### config.mk
export PLATFORM = sky130hd
export DESIGN_NAME = bfa_word_scan
export DESIGN_NICKNAME = d
export VERILOG_FILES = /design/src/hw/rtl/bfa_pkg.sv /design/src/hw/rtl/bfa_word_scan.sv
export SDC_FILE = /design/constraint.sdc
export NUM_CORES = 1
export LEC_CHECK = 0
export BUFFER_PORTS_ARGS = -buffer_cell sky130_fd_sc_hd__buf_4
export CAP_MARGIN = 10
export CORE_MARGIN = 10
export CORE_UTILIZATION = 50
export DETAILED_ROUTE_END_ITERATION = 8
export PLACE_DENSITY = 0.86
export SETUP_SLACK_MARGIN = 0.3
export SLEW_MARGIN = 20
export SYNTH_ARGS = -nofsm -noshare
export SYNTH_HDL_FRONTEND = slang
export SYNTH_SLANG_ARGS = --single-unit
export TNS_END_PERCENT = 20
### constraint.sdc
create_clock -name vclk -period 4.5
set_clock_uncertainty 0.2 [all_clocks]
set_input_delay 0.45 -clock vclk [all_inputs]
set_output_delay 0.45 -clock vclk [all_outputs]
set_load 0.05 [all_outputs]
### src/hw/rtl/bfa_pkg.sv
package bfa_pkg;

   localparam int MAX_BITS   = 8192;
   localparam int WORD_BITS  = 32;
   localparam int WORD_COUNT = (MAX_BITS + WORD_BITS - 1) / WORD_BITS;
   localparam int WORD_AW    = $clog2(WORD_COUNT);
   localparam int POS_W      = $clog2(WORD_BITS);
   localparam int IDX_W      = 13;
   localparam int LEN_W      = 14;
   localparam int REM_W      = LEN_W + 1;

   localparam logic [LEN_W-1:0] MAX_LEN   = LEN_W'(MAX_BITS);
   localparam logic [LEN_W-1:0] LEN_RESET = LEN_W'(8192);

   typedef enum logic {
      ACT_ALLOC = 1'b0,
      ACT_FREE  = 1'b1
   } action_type;

   typedef enum logic [1:0] {
      ST_OK        = 2'd0,
      ST_FULL      = 2'd1,
      ST_NOT_ALLOC = 2'd2,
      ST_RANGE     = 2'd3
   } status_type;

   typedef enum logic {
      S_IDLE = 1'b0,
      S_SCAN = 1'b1
   } state_type;

   typedef struct packed {
      action_type       action;
      logic [IDX_W-1:0] bit_index;
   } req_item_type;

   typedef struct packed {
      status_type       status;
      logic [IDX_W-1:0] allocated_index;
   } rsp_item_type;

   // Result of examining one bitmap word.
   typedef struct packed {
      logic             found;
      logic [POS_W-1:0] pos;
      logic             more;
   } scan_type;

endpackage

### src/hw/rtl/bfa_word_scan.sv
module bfa_word_scan
   import bfa_pkg::*;
(
   input  logic [WORD_BITS-1:0] word_data,
   input  logic [WORD_AW-1:0]   word_idx,
   input  logic [LEN_W-1:0]     len_eff,
   output scan_type             scan
);

   logic [REM_W-1:0]     remain;
   logic                 neg;
   logic                 all_valid;
   logic [WORD_BITS-1:0] valid_mask;
   logic [WORD_BITS-1:0] avail;

   // Bits left in the map from the start of this word.
   assign remain    = {1'b0, len_eff} - REM_W'({word_idx, {POS_W{1'b0}}});
   assign neg       = remain[REM_W-1];
   assign all_valid = !neg && (remain >= REM_W'(WORD_BITS));

   always_comb begin
      for (int p = 0; p < WORD_BITS; p++) begin
         valid_mask[p] = !neg && (all_valid || (POS_W'(p) < remain[POS_W-1:0]));
      end
   end

   assign avail = ~word_data & valid_mask;

   always_comb begin
      scan.pos = '0;
      for (int p = WORD_BITS - 1; p >= 0; p--) begin
         if (avail[p]) begin
            scan.pos = POS_W'(p);
         end
      end
      scan.found = |avail;
      scan.more  = !neg && (remain > REM_W'(WORD_BITS));
   end

endmodule

---- Word level (Yosys, flattened, before mapping) ----
Index checks and enable logic that the tools add are counted.
word-level totals
  flip-flop bits (word level) ............. 0
  bits of input ports ..................... 54
  memories kept ........................... 0
  output and inout port bits .............. 7
  bits in latches ......................... 0
  word-level logic and storage cells ...... 137
  memory bits (writable) .................. 0
  ROM bits ................................ 0
cells by class
  shifts and indexed selects .............. 0
  $add $sub $neg .......................... 1
  multiply operators ...................... 0
  muxes and demuxes ....................... 32
  div/mod/pow operators ................... 0
  $lt $le $gt $ge ......................... 34
  reduce and logical (&&, ||, !) cells .... 68
  equality and inequality tests ........... 0
  bitwise operators ....................... 2
operator list
  operator                                                                 number
  5-bit 2-to-1 mux                                                         32
  5-bit < comparator (first input constant)                                16
  4-bit by 5-bit < comparator with 1-bit output (first input constant)     8
  1-bit logical AND                                                        34
  32-bit bitwise AND                                                       1
  1-bit logical OR                                                         32
  32-bit NOT                                                               1
  32-bit OR reduction                                                      1
  3-bit by 5-bit < comparator with 1-bit output (first input constant)     4
  15-bit by 6-bit >= comparator with 1-bit output (second input constant)  1
  15-bit by 6-bit > comparator with 1-bit output (second input constant)   1
  14-bit by 13-bit subtractor with 15-bit output                           1
  1-bit by 5-bit < comparator with 1-bit output (first input constant)     2
  2-bit by 5-bit < comparator with 1-bit output (first input constant)     2
  1-bit logical NOT                                                        1

---- Depth between registers and ports, before layout ----
Gate-level depths: netlist of the first run.
  depth after elaboration ................. 38
  gate-level depth with buffers ........... 15
  mapped depth without buffers ............ 14

---- Worst setup path before layout of the first run ----
No wires, ideal clock.
  path type ............................... input-to-output
  start ................................... input port len_eff[5]
  end ..................................... output port scan[2] (netlist bit)
  buffers on the path ..................... 1
  data required time ...................... 3.850 ns
  arrival ................................. 4.103 ns
  slack ................................... -0.253 ns
  stages .................................. 15
  path through ............................ inv_1 > ha_1 > inv_1 > fa_1 > a21o_1 > a21oi_1 > xnor2_1 > a211oi_1 > buf_2 > a41o_1 > nand2_1 > o21ba_2 > a21oi_1 > o221a_2 > o31ai_1
RTL lines
  what             line                text
  start, declared  bfa_word_scan.sv:6  input logic [LEN_W-1:0] len_eff,
  end, declared    bfa_word_scan.sv:7  output scan_type scan

==> summary.txt, run 1 <==
Run status
  – Run status: completed

Finish
  – Post-layout nets: 410
  – Clock buffer cells: 0
  – FF+latch count: 0
  – End-of-flow core utilization: 74.0%
  – Antenna fix cells: 0
  – Share of cells above drive strength 1: 34.5%
  – Area growth, synth to finish: 42.9%
  – FF+latch area: 0 um^2

Drt
  – Post-Route WL: 7470 um
  – 1st-iter DRT viols: 358
  – Via density: 6.81
  – # DRC: 0
  – Antenna-violating nets left: 0
  – Pre-antenna DRT Iters: 7
  – Average routed wire per standard cell: 19.1 um
  – DR vias: 2663

Logic synthesis
  – Mapped cell area: 1740 um^2
  – Syn Inst Count: 281
  – Post-Synthesis Mean Instance Area: 6.19 um^2
  – Register area share after synthesis: 0%
  – Net Count, Synth: 344
  – YS warnings: 0
  – Yosys cell types: 66

Global route
  – First-pass GRT wire length: 11600 um
  – Total Routing Usage GR: 21.4%
  – Pin count of the biggest net entering global routing: 22
  – Initial antenna violation count: 0
  – Vias in the first global route: 2422
  – Overflow after GRT: 0

Placement
  – GP Congestion: 0.994
  – HPWL after DPL: 5520 um
  – Port bufs: 61

Floorplan
  – Core ar.: 3360 um^2
  – Die Y: 79 um
  – Die X: 79 um
  – # rows: 21
  – Die area: 6240 um^2
  – IO Pins: 61
  – Initial Util: 51.7%

Critical path
  – Setup CP Type: input port to output pin
  – Critical Path RT: 3.85 ns
  – Worst Path Arrival: 3.70 ns
  – Worst Setup Start Kind: input port
  – Worst setup EP type: output pin
  – Origin of the worst setup path: len_eff[5]
  – CP max FO: 5

Timing
  – Fin. max-slew vios: 0
  – Hold Vio Cnt, Final: 0
  – Min Clock Period, post-route: 4.35 ns
  – Period utilization: 96.7%
  – Slew @ Worst Pin: 0.605 ns
  – Unrepaired setup endpoints after global routing: yes
  – Max_slew headroom: 59.7%
  – Final setup vio count: 0
  – FMAX: 0.230 GHz

Power
  – Peak VDD IR: 0.0949 mV
  – Pwr/cell area: 134 nW/um^2
  – P_leak: 0.00108 uW
  – Tot Pwr: 333 uW

Hold path
  – Worst Min Path Start: word_data[6]
  – Worst hold path type: input port to output pin

CTS
  – Hold-fix buffers, CTS: 0

Run
  – Max Cap Viol: 0
==> routing by layer <==
metal  wire, um  track usage [%]
met1       2990             28.2
met2       3320             34.9
met3        893             3.60
met4        250             5.56
met5         15                0
==> synth_stat cells (all sizes together) (5+ instances only) <==
master   n  area [um^2]
a21oi   33          165
a21o     7         52.6
buf      5         27.5
nand2   21         78.8
ha       8          100
nand2b   7         51.3
o21ai   23          119
nand3    7         35.0
a41oi    8         70.1
o211ai   5         37.5
nor3     8         45.0
a31oi   12         75.1
a211oi   7         57.6
nor2    31          116
inv     20         75.1
clkbuf  10         37.5
==> cell usage in the layout, fill, tap and decap left out, types with 5 or more instances in the layout <==
cell      synthesis  layout
a21oi_2           0       5
a31oi_1          12      10
nor3_1            7       6
a21oi_1          33      28
a41oi_1           8       7
buf_4             1      74
o21ai_0          21      20
nand2_1          21      21
a21o_1            7       7
nor2_1           31      29
ha_1              8       5
inv_1            19      17
nand3_1           7       7
buf_6             0       5
o211ai_1          5       5
nand2b_1          6       6
==> cell type report <==
class | count | area (um^2)
Timing Repair Buffer | 79 | 612
Multi-Input combinational cell | 246 | 1740
Inverter | 20 | 77.6
Fill cell | 283 | 876
Tap cell | 46 | 57.6
==> final timing paths <==
path,cells past startpoint,slack (ns),endpoint
worst max-delay path,18,0.15,scan[1]
worst min-delay path,5,1.29,scan[1]
==> per-stage QoR <==
step	instance area (um^2)	hold WS, ns	worst slack (ns)	setup TNS [ns]	cells
finish	2490	1.29	0.151	0	391
global route	2490	1.31	0.0553	0	391
CTS	2400	1.27	0.245	0	387
detailed placement	2280	1.29	-0.0209	-0.0264	382
global placement	2280	1.28	0.0735	0	382
floorplan	1760	1.14	0.166	0	281
==> kinds of logic (layout without fill, tap and decap cells) <==
logic type                 count (synthesis)  count (layout)  synth area share, %
adders and majority gates                  9               9                 6.90
and+or+nand+nor                          102             102                 32.0
xor gates and xnor gates                   3               3                 1.51
AOI/OAI and AO/OA                        132             132                 51.5
buffers and inverters                     35              99                 8.05
==> critical path, cell delays in order <==
cell and delay (ns):
buf_6 0.09, inv_4 0.04, ha_4 0.13, inv_2 0.04
fa_2 0.38, a21o_1 0.23, buf_4 0.15, a32o_1 0.24
o22ai_2 0.23, nor3_2 0.11, buf_4 0.17, a41oi_1 0.42
a2bb2oi_2 0.25, a21bo_1 0.14, a31oi_1 0.08, a31oi_1 0.21
o22a_1 0.18, buf_6 0.16
==> what timing repair did <==
item                                    CTS  global route
pin swaps                                15             5
cloned                                    0             0
endpoints found under the setup margin    6             6
buffers inserted                          5             4
resized for setup                        22            14
==> report_power, final <==
group / leakage (uW) / internal [uW] / total, uW / switching [uW]
clock network: 0 / 0 / 0 / 0
registers: 0 / 0 / 0 / 0
logic: 0.00108 / 138 / 333 / 196
total: 0.00108 / 138 / 333 / 196
No activity file was read; power rests on OpenSTA's default activity.
==> inputs of run 2 (changes only) <==
--- a/config.mk
+++ b/config.mk
@@ -7,10 +7,9 @@
 export LEC_CHECK = 0
 export BUFFER_PORTS_ARGS = -buffer_cell sky130_fd_sc_hd__buf_4
 export CAP_MARGIN = 10
-export CORE_MARGIN = 10
-export CORE_UTILIZATION = 50
+export CORE_UTILIZATION = 25
 export DETAILED_ROUTE_END_ITERATION = 8
-export PLACE_DENSITY = 0.86
+export PLACE_DENSITY = 0.52
 export SETUP_SLACK_MARGIN = 0.3
 export SLEW_MARGIN = 20
 export SYNTH_ARGS = -nofsm -noshare
==> run 2 against run 1 <==
Net effect:
- critical path depth increased by 1
- worst hold slack got worse by 0.013 ns
- total power grew 7.8%
- critical path type unchanged
- global-route usage down 2.5 points
- via count shrank 6.1%
- first-iteration DRC count shrank 48%
- maximum frequency rose by 3.1%
- sequential share of layout area unchanged
- die area rose by 17%
- non-clock buffer count is 6 higher
==> summary.txt, run 2 (synthesized netlist as in run 1, its figures left out) <==
Finish
  – Non-filler cells, final: 431 (+10%)
  – Commonest non-fill, non-tap cells in the layout: 73 x buf_4, 28 x a21oi_1, 27 x nor2_1
  – FF+latch area: 0 um^2 (unchanged)
  – Most common cell after layout, fill and taps aside: buf_4
  – FF+latch count: 0 (unchanged)
  – Clock buffer cells: 0 (unchanged)
  – Antenna fix cells: 0 (unchanged)
  – Area growth, synth to finish: 52.8%
  – Post-layout nets: 416 (+1.5%)
  – Final instance area: 2660 um^2 (+6.9%)
  – Share of cells above drive strength 1: 36.8% (+2.3 points)

Timing
  – Final worst slack: 0.281 ns (+0.130 ns)
  – Hold Vio Cnt, Final: 0 (unchanged)
  – Slew @ Worst Pin: 0.508 ns (-0.0966 ns)
  – FMAX: 0.237 GHz (+3.1%)
  – Unrepaired setup endpoints after global routing: yes
  – Fin. max-slew vios: 0 (unchanged)
  – Final setup vio count: 0 (unchanged)
  – Period utilization: 93.8% (-2.9 points)
  – Max_slew headroom: 65.7% (+6.0 points)
  – Min Hold Slack: 1.28 ns (-0.0131 ns)
  – Min Clock Period, post-route: 4.22 ns (-0.130 ns)

Power
  – P_leak: 0.00113 uW (+4.8%)
  – Pwr/cell area: 135 nW/um^2 (+0.82%)
  – Peak VDD IR: 0.0632 mV (-33%)

Placement
  – Placed Cells: 422 (+10%)
  – Pre-CTS WS: -0.00618 ns (+0.0147 ns)
  – Port bufs: 61 (unchanged)
  – GP Congestion: 0.886 (-11%)
  – Placed Area: 2360 um^2 (+3.8%)
  – HPWL after DPL: 5400 um (-2.1%)

Critical path
  – Critical path buffers and inverters: 8 (+2)
  – Cell Chain, Critical Path: buf_6 > inv_4 > ha_4 > inv_2 > fa_2 > a21o_1 > buf_4 > a32o_2 > o22ai_2 > buf_4 > nor3_4 > buf_4 > a41oi_2 > o21ai_1 > o211ai_1 > nor3b_2 > buf_4 > nor4_4 > buf_6
  – Worst Path Arrival: 3.57 ns (-0.13 ns)
  – Worst Setup Start Kind: input port
  – Critical path's top delay family: compound AO/OA/AOI/OAI gates
  – Setup CP Type: input port to output pin
  – Critical Path RT: 3.85 ns (about the same)
  – Slowest stage delay, CP: 0.36 ns (-0.06 ns)
  – Crit-path slowest cell: fa_2
  – Crit path top cell by count: buf_4
  – Worst setup EP type: output pin
  – CP max FO: 4 (-1)

Drt
  – Pre-antenna DRT Iters: 5 (-2)
  – Via density: 5.80 (-15%)
  – Average routed wire per standard cell: 16.0 um (-16%)
  – Antenna-violating nets left: 0 (unchanged)
  – # DRC: 0 (unchanged)
  – DR vias: 2500 (-6.1%)
  – Post-Route WL: 6910 um (-7.4%)
  – 1st-iter DRT viols: 185 (-48%)

Global route
  – Vias in the first global route: 2428 (+0.25%)
  – Overflow after GRT: 0 (unchanged)
  – Initial antenna violation count: 0 (unchanged)
  – Total Routing Usage GR: 18.9% (-2.5 points)
  – Pin count of the biggest net entering global routing: 22 (unchanged)
  – First-pass GRT wire length: 11400 um (-2.2%)

Floorplan
  – Initial Util: 25.8% (-26 points)
  – Core ar.: 6760 um^2 (+100%)
  – IO Pins: 61 (unchanged)
  – # rows: 30 (+43%)
  – Die Y: 85.4 um (+8.1%)
  – Die X: 85.4 um (+8.1%)
  – Die area: 7300 um^2 (+17%)

Hold path
  – Worst hold path type: input port to output pin

Run
  – Max Cap Viol: 0 (unchanged)

Run status
  – Run status: completed

CTS
  – Hold-fix buffers, CTS: 0 (unchanged)
==> run 2: changes by cell type in the layout (fill, tap and decap cells not counted), sizes merged <==
cell,before,now
buf,79,85
==> run 2: layer usage <==
layer	GRT usage (%)	part of all wire, %
met2	31.3	45
met4	3.64	1.0
met3	1.56	6.3
met5	0	0
met1	26.8	47
==> run 2: final cells by class <==
| class | count | area (um^2) |
|---|---|---|
| multi-input cells | 246 | 1800 |
| well taps | 80 | 100 |
| fillers | 750 | 4100 |
| inverters | 20 | 77.6 |
| repair buffers | 85 | 683 |
==> run 2: worst min-delay path, cell delays in order <==
cell and delay [ns]:
buf_4 0.09, o31ai_1 0.09, o22a_1 0.24, buf_6 0.15
==> run 2: timing repair <==
action,CTS,global route
buffers inserted,8,1
endpoints found under the setup margin,6,6
pin swaps,15,23
gates resized for setup,33,21
hold endpoints to repair,0,0
==> run 2: worst paths after layout <==
path | from | end | slack, ns | cells past startpoint
worst max-delay path | len_eff[5] | scan[5] | 0.28 | 19
worst min-delay path | word_data[1] | scan[1] | 1.28 | 4
==> run 2: through the flow <==
| step | power [uW] | util, % | TNS, ns |
|---|---|---|---|
| 2_1_floorplan | 194 | - | 0 |
| 3_3_place_gp | 301 | 35.0 | 0 |
| 3_5_place_dp | 300 | 35.0 | -0.00618 |
| 4_1_cts | 336 | 37.7 | 0 |
| 5_1_grt | 389 | 39.4 | 0 |
| 6_report | 359 | 39.4 | 0 |
==> run 2: where the power goes <==
group / switching, uW / internal, uW / leakage (uW)
combinational: 200 / 159 / 0.00113
sequential: 0 / 0 / 0
clock: 0 / 0 / 0
total: 200 / 159 / 0.00113
==> inputs of run 3 (changes only) <==
--- a/config.mk
+++ b/config.mk
@@ -5,11 +5,12 @@
 export SDC_FILE = /design/constraint.sdc
 export NUM_CORES = 1
 export LEC_CHECK = 0
+export ABC_AREA = 1
 export BUFFER_PORTS_ARGS = -buffer_cell sky130_fd_sc_hd__buf_4
 export CAP_MARGIN = 10
 export CORE_UTILIZATION = 25
 export DETAILED_ROUTE_END_ITERATION = 8
-export PLACE_DENSITY = 0.52
+export PLACE_DENSITY = 0.53
 export SETUP_SLACK_MARGIN = 0.3
 export SLEW_MARGIN = 20
 export SYNTH_ARGS = -nofsm -noshare
==> run 3 against run 2 <==
Net effect:
- wire length decreased by 32%
- highest routed layer is now met3
- critical endpoint is now scan[1]
- synthesized cell count increased by 10%
- worst hold slack got worse by 0.16 ns
- sequential share of layout area unchanged
==> summary.txt, run 3 <==
Run status
  – Run status: completed

Finish
  – FF+latch count: 0 (unchanged)
  – Share of cells above drive strength 1: 27.5% (-9.2 points)
  – Final instance area: 2170 um^2 (-18%)
  – Fill count: 691 (-7.9%)
  – Post-layout nets: 443 (+6.5%)
  – FF+latch area: 0 um^2 (unchanged)
  – Antenna fix cells: 0 (unchanged)
  – Area growth, synth to finish: 39.0%
  – Clock buffer cells: 0 (unchanged)
  – Most common cell after layout, fill and taps aside: nand2_1
  – Commonest non-fill, non-tap cells in the layout: 92 x nand2_1, 71 x buf_4, 63 x inv_1
  – End-of-flow core utilization: 36.3% (-3.1 points)

Drt
  – DR vias: 2023 (-19%)
  – Via density: 4.47 (-23%)
  – # DRC: 0 (unchanged)
  – 1st-iter DRT viols: 92 (-50%)
  – Antenna-violating nets left: 0 (unchanged)
  – Pre-antenna DRT Iters: 4 (-1)
  – Post-Route WL: 4670 um (-32%)
  – Average routed wire per standard cell: 10.3 um (-36%)

Hold path
  – Hold Path End: scan[1]
  – Worst Min Path Start: word_data[1]
  – Hold path depth: 4 (unchanged)
  – Worst hold path type: input port to output pin

Critical path
  – Slowest stage delay, CP: 0.37 ns (about the same)
  – Setup CP Type: input port to output pin
  – Worst setup EP type: output pin
  – Critical Path RT: 3.85 ns (about the same)
  – Worst Setup Start Kind: input port
  – Worst Path Arrival: 3.80 ns (+0.23 ns)
  – CP max FO: 6 (+2)
  – Crit path top cell by count: nand2_1
  – Crit-path slowest cell: fa_2

Logic synthesis
  – Yosys cell types: 36 (-45%)
  – Top-count cell post-synth: nand2_1
  – Cell taking the most area after synthesis: nand2_1
  – Synth top area cells: nand2_1 23%, inv_1 15%, nor2_1 8.2%
  – Top cells by count, synth: 94 x nand2_1, 64 x inv_1, 34 x nor2_1
  – Net Count, Synth: 373 (+8.4%)
  – YS warnings: 0 (unchanged)
  – Top-area cell type share of the netlist area: 22.6% (+13 points)
  – Mapped cell area: 1560 um^2 (-10%)
  – Post-Synthesis Mean Instance Area: 5.05 um^2 (-19%)
  – Syn Inst Count: 310 (+10%)
  – Register area share after synthesis: 0% (unchanged)

Timing
  – Setup TNS: 0 ns (unchanged)
  – Period utilization: 98.8% (+5.0 points)
  – Min Clock Period, post-route: 4.45 ns (+0.227 ns)
  – Fin. max-slew vios: 0 (unchanged)
  – Unrepaired setup endpoints after global routing: yes
  – Max_slew headroom: 67.1% (+1.4 points)
  – Min Hold Slack: 1.12 ns (-0.161 ns)
  – FMAX: 0.225 GHz (-5.1%)
  – Slew @ Worst Pin: 0.489 ns (-0.0191 ns)
  – Final setup vio count: 0 (unchanged)
  – Hold Vio Cnt, Final: 0 (unchanged)

Placement
  – Port bufs: 61 (unchanged)
  – GP Congestion: 0.908 (+2.5%)
  – Placed Area: 2130 um^2 (-9.8%)
  – HPWL after DPL: 4100 um (-24%)

Floorplan
  – IO Pins: 61 (unchanged)
  – Die Y: 81.1 um (-5.1%)
  – Die X: 81.1 um (-5.1%)
  – Initial Util: 26.1% (+0.35 points)
  – # rows: 28 (-6.7%)
  – Die area: 6580 um^2 (-9.9%)
  – Core ar.: 5990 um^2 (-11%)

Power
  – Pwr/cell area: 127 nW/um^2 (-6.1%)
  – Net switching power of the design: 161 uW (-19%)
  – Reg power frac: 0% (unchanged)
  – Sw frac: 58.4% (+2.8 points)
  – Cell Int Power: 115 uW (-28%)
  – Peak VDD IR: 0.0801 mV (+27%)
  – Tot Pwr: 276 uW (-23%)
  – Clock share of power: 0% (unchanged)
  – Logic pwr share: 100.0% (about the same)
  – P_leak: 0.00126 uW (+11%)

Run
  – Max Cap Viol: 0 (unchanged)

Global route
  – Pin count of the biggest net entering global routing: 15 (-32%)
  – Overflow after GRT: 0 (unchanged)
  – Vias in the first global route: 1893 (-22%)
  – Total Routing Usage GR: 14.9% (-4.0 points)
  – First-pass GRT wire length: 8000 um (-30%)
  – Initial antenna violation count: 0 (unchanged)
## run 3: cell types whose count changed after synthesis, moves of 9 or more
cell      previous run  this run
inv_1               19        64
nand3_1              7        16
o21ai_0             21         4
nor3_1               7        16
a21oi_1             33        15
nand2_1             21        94
clkbuf_1            10         0
## run 3: logic make-up after synthesis
kind of cell,Yosys count,share of synthesized area [%]
compound gates,40,16.6
xor+xnor,1,0.560
fa+ha+maj,9,7.68
buf+inv,68,18.7
simple gates,192,56.4
## run 3: how the worst max path moves through the flow
stage	from	end	slack, ns
after floorplan	len_eff[5]	scan[5]	0.15
after global placement	len_eff[5]	scan[1]	-0.06
after detailed placement	len_eff[5]	scan[1]	-0.07
after CTS	len_eff[5]	scan[1]	0.03
after global routing	len_eff[5]	scan[1]	-0.36
final	len_eff[5]	scan[1]	0.05
## run 3: critical path: cells and delay by family
kind | cells | cell delay, ns
AND/OR/NAND/NOR | 38 | 2.32
AO/OA/AOI/OAI | 1 | 0.14
buffers and inverters | 4 | 0.35
adder cells (fa/ha/maj) | 2 | 0.51
## run 3: metrics by stage
| step | cells | setup WS, ns |
|---|---|---|
| after global routing | 453 | -0.357 |
| after floorplan | 310 | 0.148 |
| after detailed placement | 451 | -0.0713 |
| after global placement | 451 | -0.0615 |
| final | 453 | 0.0537 |
| after CTS | 453 | 0.0270 |
## run 3: metal layers
layer / track usage (%) / up-vias / part of all wire, %
li1: - / 1120 / -
met1: 20.2 / 860 / 48
met2: 27.4 / 43 / 48
met3: 0.449 / 0 / 4.2
met4: 0.357 / 0 / 0
met5: 0 / - / 0
## run 3: layout make-up
type | count | area (um^2) | share of cell area (%)
inverters | 64 | 240 | 11.1
multi-input cells | 242 | 1290 | 59.6
repair buffers | 72 | 544 | 25.0
well taps | 75 | 93.8 | 4.32
## run 3: repair_timing
item	in CTS	in global routing
pin swaps	2	1
buffers inserted	2	0
hold buffers	0	0
hold endpoints to repair	0	0
endpoints found under the setup margin	3	6
resized for setup	7	2
## run 3: power by group through the flow
| stage | combinational (uW) | clock, uW | sequential (uW) |
|---|---|---|---|
| 2_1_floorplan | 187 | 0 | 0 |
| 3_3_place_gp | 269 | 0 | 0 |
| 3_5_place_dp | 270 | 0 | 0 |
| 4_1_cts | 276 | 0 | 0 |
| 5_1_grt | 312 | 0 | 0 |
| 6_report | 276 | 0 | 0 |
